$ cat config.mk
export PLATFORM = sky130hd
export DESIGN_NAME = comment_stripper_core
export DESIGN_NICKNAME = d
export VERILOG_FILES = /design/src/rtl/cstrip_pkg.sv /design/src/rtl/comment_stripper_core.sv
export SDC_FILE = /design/constraint.sdc
export NUM_CORES = 1
export LEC_CHECK = 0
export BUFFER_PORTS_ARGS = -buffer_cell sky130_fd_sc_hd__buf_2
export CAP_MARGIN = 20
export CORE_ASPECT_RATIO = 0.7
export CORE_MARGIN = 1.5
export CORE_UTILIZATION = 40
export DETAILED_ROUTE_END_ITERATION = 8
export PLACE_DENSITY = 0.62
export RECOVER_POWER = 25
export SETUP_SLACK_MARGIN = 0.2
export SKIP_CTS_REPAIR_TIMING = 1
export SYNTH_ARGS = -nofsm -noshare
export SYNTH_HDL_FRONTEND = slang
export SYNTH_SLANG_ARGS = --single-unit
$ cat constraint.sdc
create_clock -name clk -period 3.6 [get_ports clk]
set_input_delay 1.08 -clock clk [delete_from_list [all_inputs] [get_ports clk]]
set_output_delay 1.08 -clock clk [all_outputs]
set_load 0.02 [all_outputs]
$ cat src/rtl/cstrip_pkg.sv
// ----------------------------------------------------------------------------
// Comment stripper package
// Character codes, scan modes and the result beat type that are used by the
// stripper core.
// ----------------------------------------------------------------------------
package cstrip_pkg;

  localparam logic [7:0] CH_QUOTE  = 8'h22;
  localparam logic [7:0] CH_BSLASH = 8'h5C;
  localparam logic [7:0] CH_SLASH  = 8'h2F;
  localparam logic [7:0] CH_STAR   = 8'h2A;
  localparam logic [7:0] CH_NL     = 8'h0A;

  // Depth of the result queue between the scanner and the output port.
  localparam int unsigned QDEPTH = 3;
  localparam int unsigned QCNT_W = $clog2(QDEPTH + 1);
  localparam int unsigned QIDX_W = $clog2(QDEPTH);

  typedef enum logic [2:0] {
    MODE_NORMAL    = 3'd0,
    MODE_HELD      = 3'd1,
    MODE_LINE      = 3'd2,
    MODE_BLOCK     = 3'd3,
    MODE_BLOCKSTAR = 3'd4,
    MODE_STRING    = 3'd5
  } mode_t;

  // One result beat: character, character-present flag and end-of-text flag.
  typedef struct packed {
    logic [7:0] ch;
    logic       has;
    logic       last;
  } result_t;

  localparam result_t RESULT_NONE = '{ch: 8'h00, has: 1'b0, last: 1'b0};

endpackage

$ cat src/rtl/comment_stripper_core.sv
// ----------------------------------------------------------------------------
// Comment stripper core
// Streams source text and drops line and block comments, keeping newlines and
// leaving double-quoted strings untouched.
// ----------------------------------------------------------------------------
// The core takes one source byte per beat and normally delivers one result
// beat per input beat, so a byte can be accepted in every cycle while the
// output keeps taking results. A slash in plain text is held back for one
// byte; if that next byte does not open a comment the held slash and the
// byte leave together as two result beats; the input stalls until one drains.
// Bytes inside comments produce no result at all, except newlines, which are kept.
// A beat with in_tlast ends the text: a still held slash is flushed, and if
// nothing else came out of that byte an empty marker (out_tuser low, data
// zero) is sent; the last result beat of the text carries out_tlast. After
// that the scanner starts over in plain text. All scanning is combinational
// at acceptance; results wait in a three-entry queue whose head drives
// the output port, and in_tready depends only on the queue fill register.
module comment_stripper_core (
  input  logic       clk,
  input  logic       rst_n,
  // Input channel
  input  logic       in_tvalid,
  output logic       in_tready,
  input  logic [7:0] in_tdata,   // [7:0] in_byte
  input  logic       in_tlast,   // in_end
  // Result channel
  output logic       out_tvalid,
  input  logic       out_tready,
  output logic [7:0] out_tdata,  // [7:0] out_byte
  output logic       out_tuser,  // [0] out_has_byte
  output logic       out_tlast   // out_end
);
  import cstrip_pkg::*;

  mode_t                 mode_r, mode_nxt, mode_scan;
  logic                  prev_bs_r, prev_bs_nxt;
  result_t               q_r [QDEPTH];
  result_t               q_nxt [QDEPTH];
  logic [QCNT_W-1:0]     occ_r, occ_nxt, occ_pop;
  result_t               res0, res1;
  logic [1:0]            n_res;
  logic                  in_acc, out_acc;

  assign in_acc  = in_tvalid & in_tready;
  assign out_acc = out_tvalid & out_tready;

  // Room for two results is guaranteed while at most one beat is waiting.
  assign in_tready  = (occ_r <= QCNT_W'(1));
  assign out_tvalid = (occ_r != '0);
  assign out_tdata  = q_r[0].ch;
  assign out_tuser  = q_r[0].has;
  assign out_tlast  = q_r[0].last;

  // Next scan mode for the current byte, before end-of-text handling.
  always_comb begin
    mode_scan = mode_r;
    case (mode_r)
      MODE_HELD: begin
        if (in_tdata == CH_SLASH) begin
          mode_scan = MODE_LINE;
        end else if (in_tdata == CH_STAR) begin
          mode_scan = MODE_BLOCK;
        end else begin
          mode_scan = (in_tdata == CH_QUOTE) ? MODE_STRING : MODE_NORMAL;
        end
      end
      MODE_LINE: begin
        if (in_tdata == CH_NL) begin
          mode_scan = MODE_NORMAL;
        end
      end
      MODE_BLOCK, MODE_BLOCKSTAR: begin
        // The star of the opener never counts toward the closing pair.
        if (mode_r == MODE_BLOCKSTAR && in_tdata == CH_SLASH) begin
          mode_scan = MODE_NORMAL;
        end else if (in_tdata == CH_STAR) begin
          mode_scan = MODE_BLOCKSTAR;
        end else begin
          mode_scan = MODE_BLOCK;
        end
      end
      MODE_STRING: begin
        // Single-backslash rule: a quote right after a backslash stays inside.
        if (in_tdata == CH_QUOTE && !prev_bs_r) begin
          mode_scan = MODE_NORMAL;
        end
      end
      default: begin
        if (in_tdata == CH_SLASH) begin
          mode_scan = MODE_HELD;
        end else begin
          mode_scan = (in_tdata == CH_QUOTE) ? MODE_STRING : MODE_NORMAL;
        end
      end
    endcase
  end

  always_comb begin
    mode_nxt    = mode_r;
    prev_bs_nxt = prev_bs_r;
    if (in_acc) begin
      // The end of the text drops any open comment or string.
      mode_nxt    = in_tlast ? MODE_NORMAL : mode_scan;
      prev_bs_nxt = in_tlast ? 1'b0 : (in_tdata == CH_BSLASH);
    end
  end

  // Result beats caused by the current byte.
  always_comb begin
    res0  = RESULT_NONE;
    res1  = RESULT_NONE;
    n_res = 2'd0;
    case (mode_r)
      MODE_HELD: begin
        if (in_tdata != CH_SLASH && in_tdata != CH_STAR) begin
          res0  = '{ch: CH_SLASH, has: 1'b1, last: 1'b0};
          res1  = '{ch: in_tdata, has: 1'b1, last: 1'b0};
          n_res = 2'd2;
        end
      end
      MODE_LINE, MODE_BLOCK, MODE_BLOCKSTAR: begin
        if (in_tdata == CH_NL) begin
          res0  = '{ch: in_tdata, has: 1'b1, last: 1'b0};
          n_res = 2'd1;
        end
      end
      MODE_STRING: begin
        res0  = '{ch: in_tdata, has: 1'b1, last: 1'b0};
        n_res = 2'd1;
      end
      default: begin
        if (in_tdata != CH_SLASH) begin
          res0  = '{ch: in_tdata, has: 1'b1, last: 1'b0};
          n_res = 2'd1;
        end
      end
    endcase

    if (in_tlast) begin
      // A slash is only newly held when nothing else came out of this byte.
      if (mode_scan == MODE_HELD) begin
        res0  = '{ch: CH_SLASH, has: 1'b1, last: 1'b0};
        n_res = 2'd1;
      end else if (n_res == 2'd0) begin
        res0  = RESULT_NONE;
        n_res = 2'd1;
      end
      if (n_res == 2'd2) begin
        res1.last = 1'b1;
      end else begin
        res0.last = 1'b1;
      end
    end
  end

  // Result queue: pop at the head, then append behind what remains.
  always_comb begin
    for (int i = 0; i < QDEPTH; i++) begin
      q_nxt[i] = q_r[i];
    end
    occ_pop = occ_r - QCNT_W'(out_acc);
    if (out_acc) begin
      for (int i = 0; i < QDEPTH - 1; i++) begin
        q_nxt[i] = q_r[i + 1];
      end
    end
    occ_nxt = occ_pop;
    if (in_acc) begin
      if (n_res != 2'd0) begin
        q_nxt[occ_pop[QIDX_W-1:0]] = res0;
      end
      if (n_res == 2'd2) begin
        q_nxt[occ_pop[QIDX_W-1:0] + QIDX_W'(1)] = res1;
      end
      occ_nxt = occ_pop + QCNT_W'(n_res);
    end
  end

  always_ff @(posedge clk) begin
    if (!rst_n) begin
      mode_r    <= MODE_NORMAL;
      prev_bs_r <= 1'b0;
      occ_r     <= '0;
    end else begin
      mode_r    <= mode_nxt;
      prev_bs_r <= prev_bs_nxt;
      occ_r     <= occ_nxt;
    end
  end

  always_ff @(posedge clk) begin
    for (int i = 0; i < QDEPTH; i++) begin
      q_r[i] <= q_nxt[i];
    end
  end

endmodule

# ---- Word level (Yosys, flattened, before mapping)
# Memory sizes are Yosys's and may differ from the RTL's.
# Index checks and enable logic that the tools add are counted.
dict set report word_totals {
  inputBits 13
  latchBits 0
  romBits 0
  output_inout_bits 12
  ff_bits 6
  memories 1
  mem_bits_rw 30
}
# memory depth word_bits read_ports rd_ports_with_merged_regs write_ports line_no
set memory_table {}
lappend memory_table {q_r 3 10 3 0 3 comment_stripper_core.sv:37} ;# result_t q_r [QDEPTH];
dict set report classes {
  multipliers 0
  muxes 43
  n_lt_le_gt_ge 5
  bitwise 4
  reduce_logical 11
  n_shift 0
  div 0
  eq_ne 15
  n_addsub 3
}
# cell n
set ops {}
lappend ops {{$mux W30} 4}
lappend ops {{$mux W10} 9}
lappend ops {{$bwmux W30} 2}
lappend ops {{$demux W10 S2} 2}
lappend ops {{$pmux W10 S3} 1}
lappend ops {{$mux W3} 9}
lappend ops {{$eq A8 B6 Y1 const B} 3}
lappend ops {{$mux W20} 1}
lappend ops {{$ne A8 B6 Y1 const B} 2}
lappend ops {{$mux W2} 6}
lappend ops {{$pmux W3 S4} 1}
lappend ops {{$eq A8 B4 Y1 const B} 1}
lappend ops {{$eq A8 B7 Y1 const B} 1}
lappend ops {{$mux W8} 1}
lappend ops {{$eq A3 B1 Y1 const B} 2}
lappend ops {{$eq A3 B2 Y1 const B} 2}
lappend ops {{$eq A3 B3 Y1 const B} 2}
lappend ops {{$ge A3 B3 Y1 const B} 2}
lappend ops {{$lt A3 B1 Y1 const B} 2}
lappend ops {{$mux W1} 6}
lappend ops {{$not A2 Y3} 2}
lappend ops {{$pmux W2 S3} 1}
lappend ops {{$logic_and A1 B1 Y1} 5}
lappend ops {{$eq A2 B2 Y1 const B} 2}
lappend ops {{10 further kinds} 12}

# ---- Logic depth before layout (Yosys ltp)
dict set report depth {
  word_depth 17
  mapped_depth 13
}

# ---- Worst setup path before layout
# OpenSTA, ideal clock, no wires.
dict set report synth_timing {
  path_kind {input -> register}
  startpoint {input port out_tready}
  endpoint {memory q_r[0][26] (netlist name), data pin}
  setup_ns 0.256
  path_buffers 2
  path_stages 8
  setup_slack_ns 0.266
  arrival_time_ns 3.078
  required_time_ns 3.344
  cell_sequence {nand2_1 -> inv_1 -> clkbuf_1 -> ha_1 -> clkbuf_1 -> nor3_1 -> nor2_1 -> a22o_1}
}
# item line_no
set synth_rtl {}
lappend synth_rtl {{from (decl)} comment_stripper_core.sv:28} ;# input logic out_tready,
lappend synth_rtl {{to (decl)} comment_stripper_core.sv:37}

==> results.tsv <==
metric	value	unit
status	finished, final reports clean	
Seq/Total Area, Yosys	31.6	%
commonest non-fill, non-tap cell in the layout	nand2_1	
diode count	0	
Post-synth ARST share	0	%
Mapped Avg Cell Area	8.79	sq um
headroom to the max-slew limit	39.9	%
full die area	0.00698	sq mm
leakage power	1.12	nW
Pre-antenna DRT Iters	6	
post-synthesis instance area	0.00259	sq mm
Core Area	0.00625	sq mm
Crit. End Element	flop	
Top Ports	25	
total gr overflow	0	
drt first-iter violations	303	
final worst-path cycle share	81.9	%
Nets	327	
first-pass GRT wire length	11.4	mm
Die Ht	70.4	microns
flop2flop setup slack	1.00	ns
Max-Cap Viols	0	
critical path type	in -> reg	
vias in the first global route	2182	
worst-margin pin slew	0.902	ns
Peak Freq	339	MHz
Fin Setup TNS	0	ns
largest net degree at the start of global routing	20	
reg2reg start	mode_r[0]$_SDFFE_PN0P_	
number of flops mapped to enable cells by yosys	10	
H-tree level count	2	
Fillers	610	
Syn Nets	310	
CTS root buf	clkbuf_8	
drc violations	0	
HP Class	reg -> reg	
crit path to	q_r[0][21]$_DFFE_PP_	
multi-input logic area	0.00159	sq mm
initial core utilization	41.5	%
GP Congestion	0.951	
Antenna Nets Post-Route	0	
Critical R2R Capture	q_r[0][25]$_DFFE_PP_	
Chip Width	99.2	microns
worst-path fanout max	15	
Vias	2406	
Slew Viols, Final	0	
most frequent cells in the layout	nand2_1 (34), dfxtp_1 (26), nor2_1 (21)	
Synth Register Bits	36	
clock latency on the worst-skew pair	0.29	ns
Post-synth top flop	dfxtp_1	
Synth warnings	0	
Layout area overhead	8.39	%
# rows	24	
routed len/inst	17.7	microns
total CTS buffers	5	
dpl hpwl	5.19	mm
Clock transition at path regs	0.07	ns
IO buf count	24	
Via density	6.15	
CTS tree	built	
post-synthesis instance total	295	
Worst Skew	0.00896	ns
Worst Setup SP	in_tdata[2]	
FF/Latch Area	821	sq um
worst path required time	3.63	ns
Yosys cell types	72	
initial antenna violation count	0	
CP startpoint kind	input port	
DRT Wirelength	6.92	mm
Finished Layout Cells	391	
worst vdd ir	515	uV
layout cells sized above 1	16.6	%
clk sinks	36	
overall global routing resource usage	20.6	%
critical path arrival	2.98	ns
Finish-stage setup viols	0	
cells on worst reg2reg path	7	
fin crit period	2.95	ns
Max Root-Sink Buffers	2	
dpl cells	383	
power per cell area	780	mW/mm^2
hold path depth	2	
RSZ-0062 raised after global routing	no	
hold violation count in the final report	0	
[registers in the layout (all words and copies together), names as in the netlist]
name       flops
q_r           30
mode_r         3
occ_r          2
prev_bs_r      1
[synth_stat cells, types with 4 or more instances]
| cell type | number | area (sq um) |
|---|---|---|
| a21oi_1 | 10 | 50.1 |
| a22o_1 | 5 | 43.8 |
| edfxtp_1 | 10 | 300 |
| nor2_1 | 21 | 78.8 |
| a31oi_1 | 8 | 50.1 |
| a32oi_1 | 5 | 43.8 |
| inv_1 | 11 | 41.3 |
| o211a_1 | 8 | 80.1 |
| buf_2 | 5 | 25.0 |
| nor3_1 | 9 | 45.0 |
| nand3_1 | 18 | 90.1 |
| mux2i_1 | 14 | 140 |
| clkbuf_1 | 6 | 22.5 |
| and3_1 | 4 | 25.0 |
| o22ai_1 | 9 | 56.3 |
| nor2b_1 | 4 | 25.0 |
| nand2_1 | 34 | 128 |
| o21ai_0 | 10 | 50.1 |
| dfxtp_1 | 26 | 521 |
| xnor2_1 | 4 | 35.0 |
| buf_4 | 10 | 75.1 |
[layer usage]
metal / GRT usage [%] / wire [microns] / vias up
met2: 29.6 / 2860 / 131
met3: 5.71 / 738 / 9
met1: 30.8 / 3260 / 1113
met4: 3.91 / 65 / 0
li1: - / - / 1153
met5: 0 / 0 / -
[where the power goes]
part           internal (mW)  leakage, nW  switching, mW
logic                  0.465        0.757          0.700
clock network          0.156       0.0455          0.140
registers              0.638        0.313         0.0949
total                   1.26         1.12          0.934
[how the worst min path moves through the flow]
| stage | from | endpoint | slack (ns) |
|---|---|---|---|
| floorplan | prev_bs_r$_SDFFE_PN0P_ | prev_bs_r$_SDFFE_PN0P_ | 0.45 |
| global placement | prev_bs_r$_SDFFE_PN0P_ | prev_bs_r$_SDFFE_PN0P_ | 0.48 |
| detailed placement | prev_bs_r$_SDFFE_PN0P_ | prev_bs_r$_SDFFE_PN0P_ | 0.49 |
| CTS | prev_bs_r$_SDFFE_PN0P_ | prev_bs_r$_SDFFE_PN0P_ | 0.50 |
| global route | prev_bs_r$_SDFFE_PN0P_ | prev_bs_r$_SDFFE_PN0P_ | 0.56 |
| finish | prev_bs_r$_SDFFE_PN0P_ | prev_bs_r$_SDFFE_PN0P_ | 0.50 |
[kinds of logic (layout without fill, tap and decap cells)]
logic type | Yosys count | after routing | share of synthesized area, %
AND/OR/NAND/NOR | 122 | 122 | 27.5
buffers and inverters | 34 | 52 | 6.90
AO/OA/AOI/OAI | 81 | 81 | 25.3
flip-flops | 36 | 36 | 31.6
multiplexers | 15 | 15 | 5.98
adder cells (fa/ha/maj) | 2 | 2 | 0.965
XOR/XNOR | 5 | 5 | 1.69
[metrics by stage]
stage	hold WS, ns	instance area (sq um)	util [%]	setup slack, ns	total power [mW]
floorplan	0.455	2590	-	0.266	1.65
global placement	0.482	2740	43.8	0.365	1.91
detailed placement	0.490	2740	43.8	0.379	1.90
CTS	0.500	2830	45.3	0.683	2.20
global route	0.557	2810	45.0	0.493	2.37
finish	0.497	2810	45.0	0.650	2.19
[final cells by class]
type,count,area share (%)
multi-input cells,225,56.7
flip-flops and latches,36,29.2
repair buffers,32,5.83
well taps,78,3.47
clock buffers,8,3.20
inverters,12,1.60
[worst max-delay path, stage by stage]
cell and delay, ns:
buf_2 0.20, nor2_1 0.30, nand3_1 0.20, mux2_4 0.34
a211o_4 0.37, nand4_4 0.19, and2b_1 0.20, a31oi_1 0.09
No activity file was read; power rests on OpenSTA's default activity.
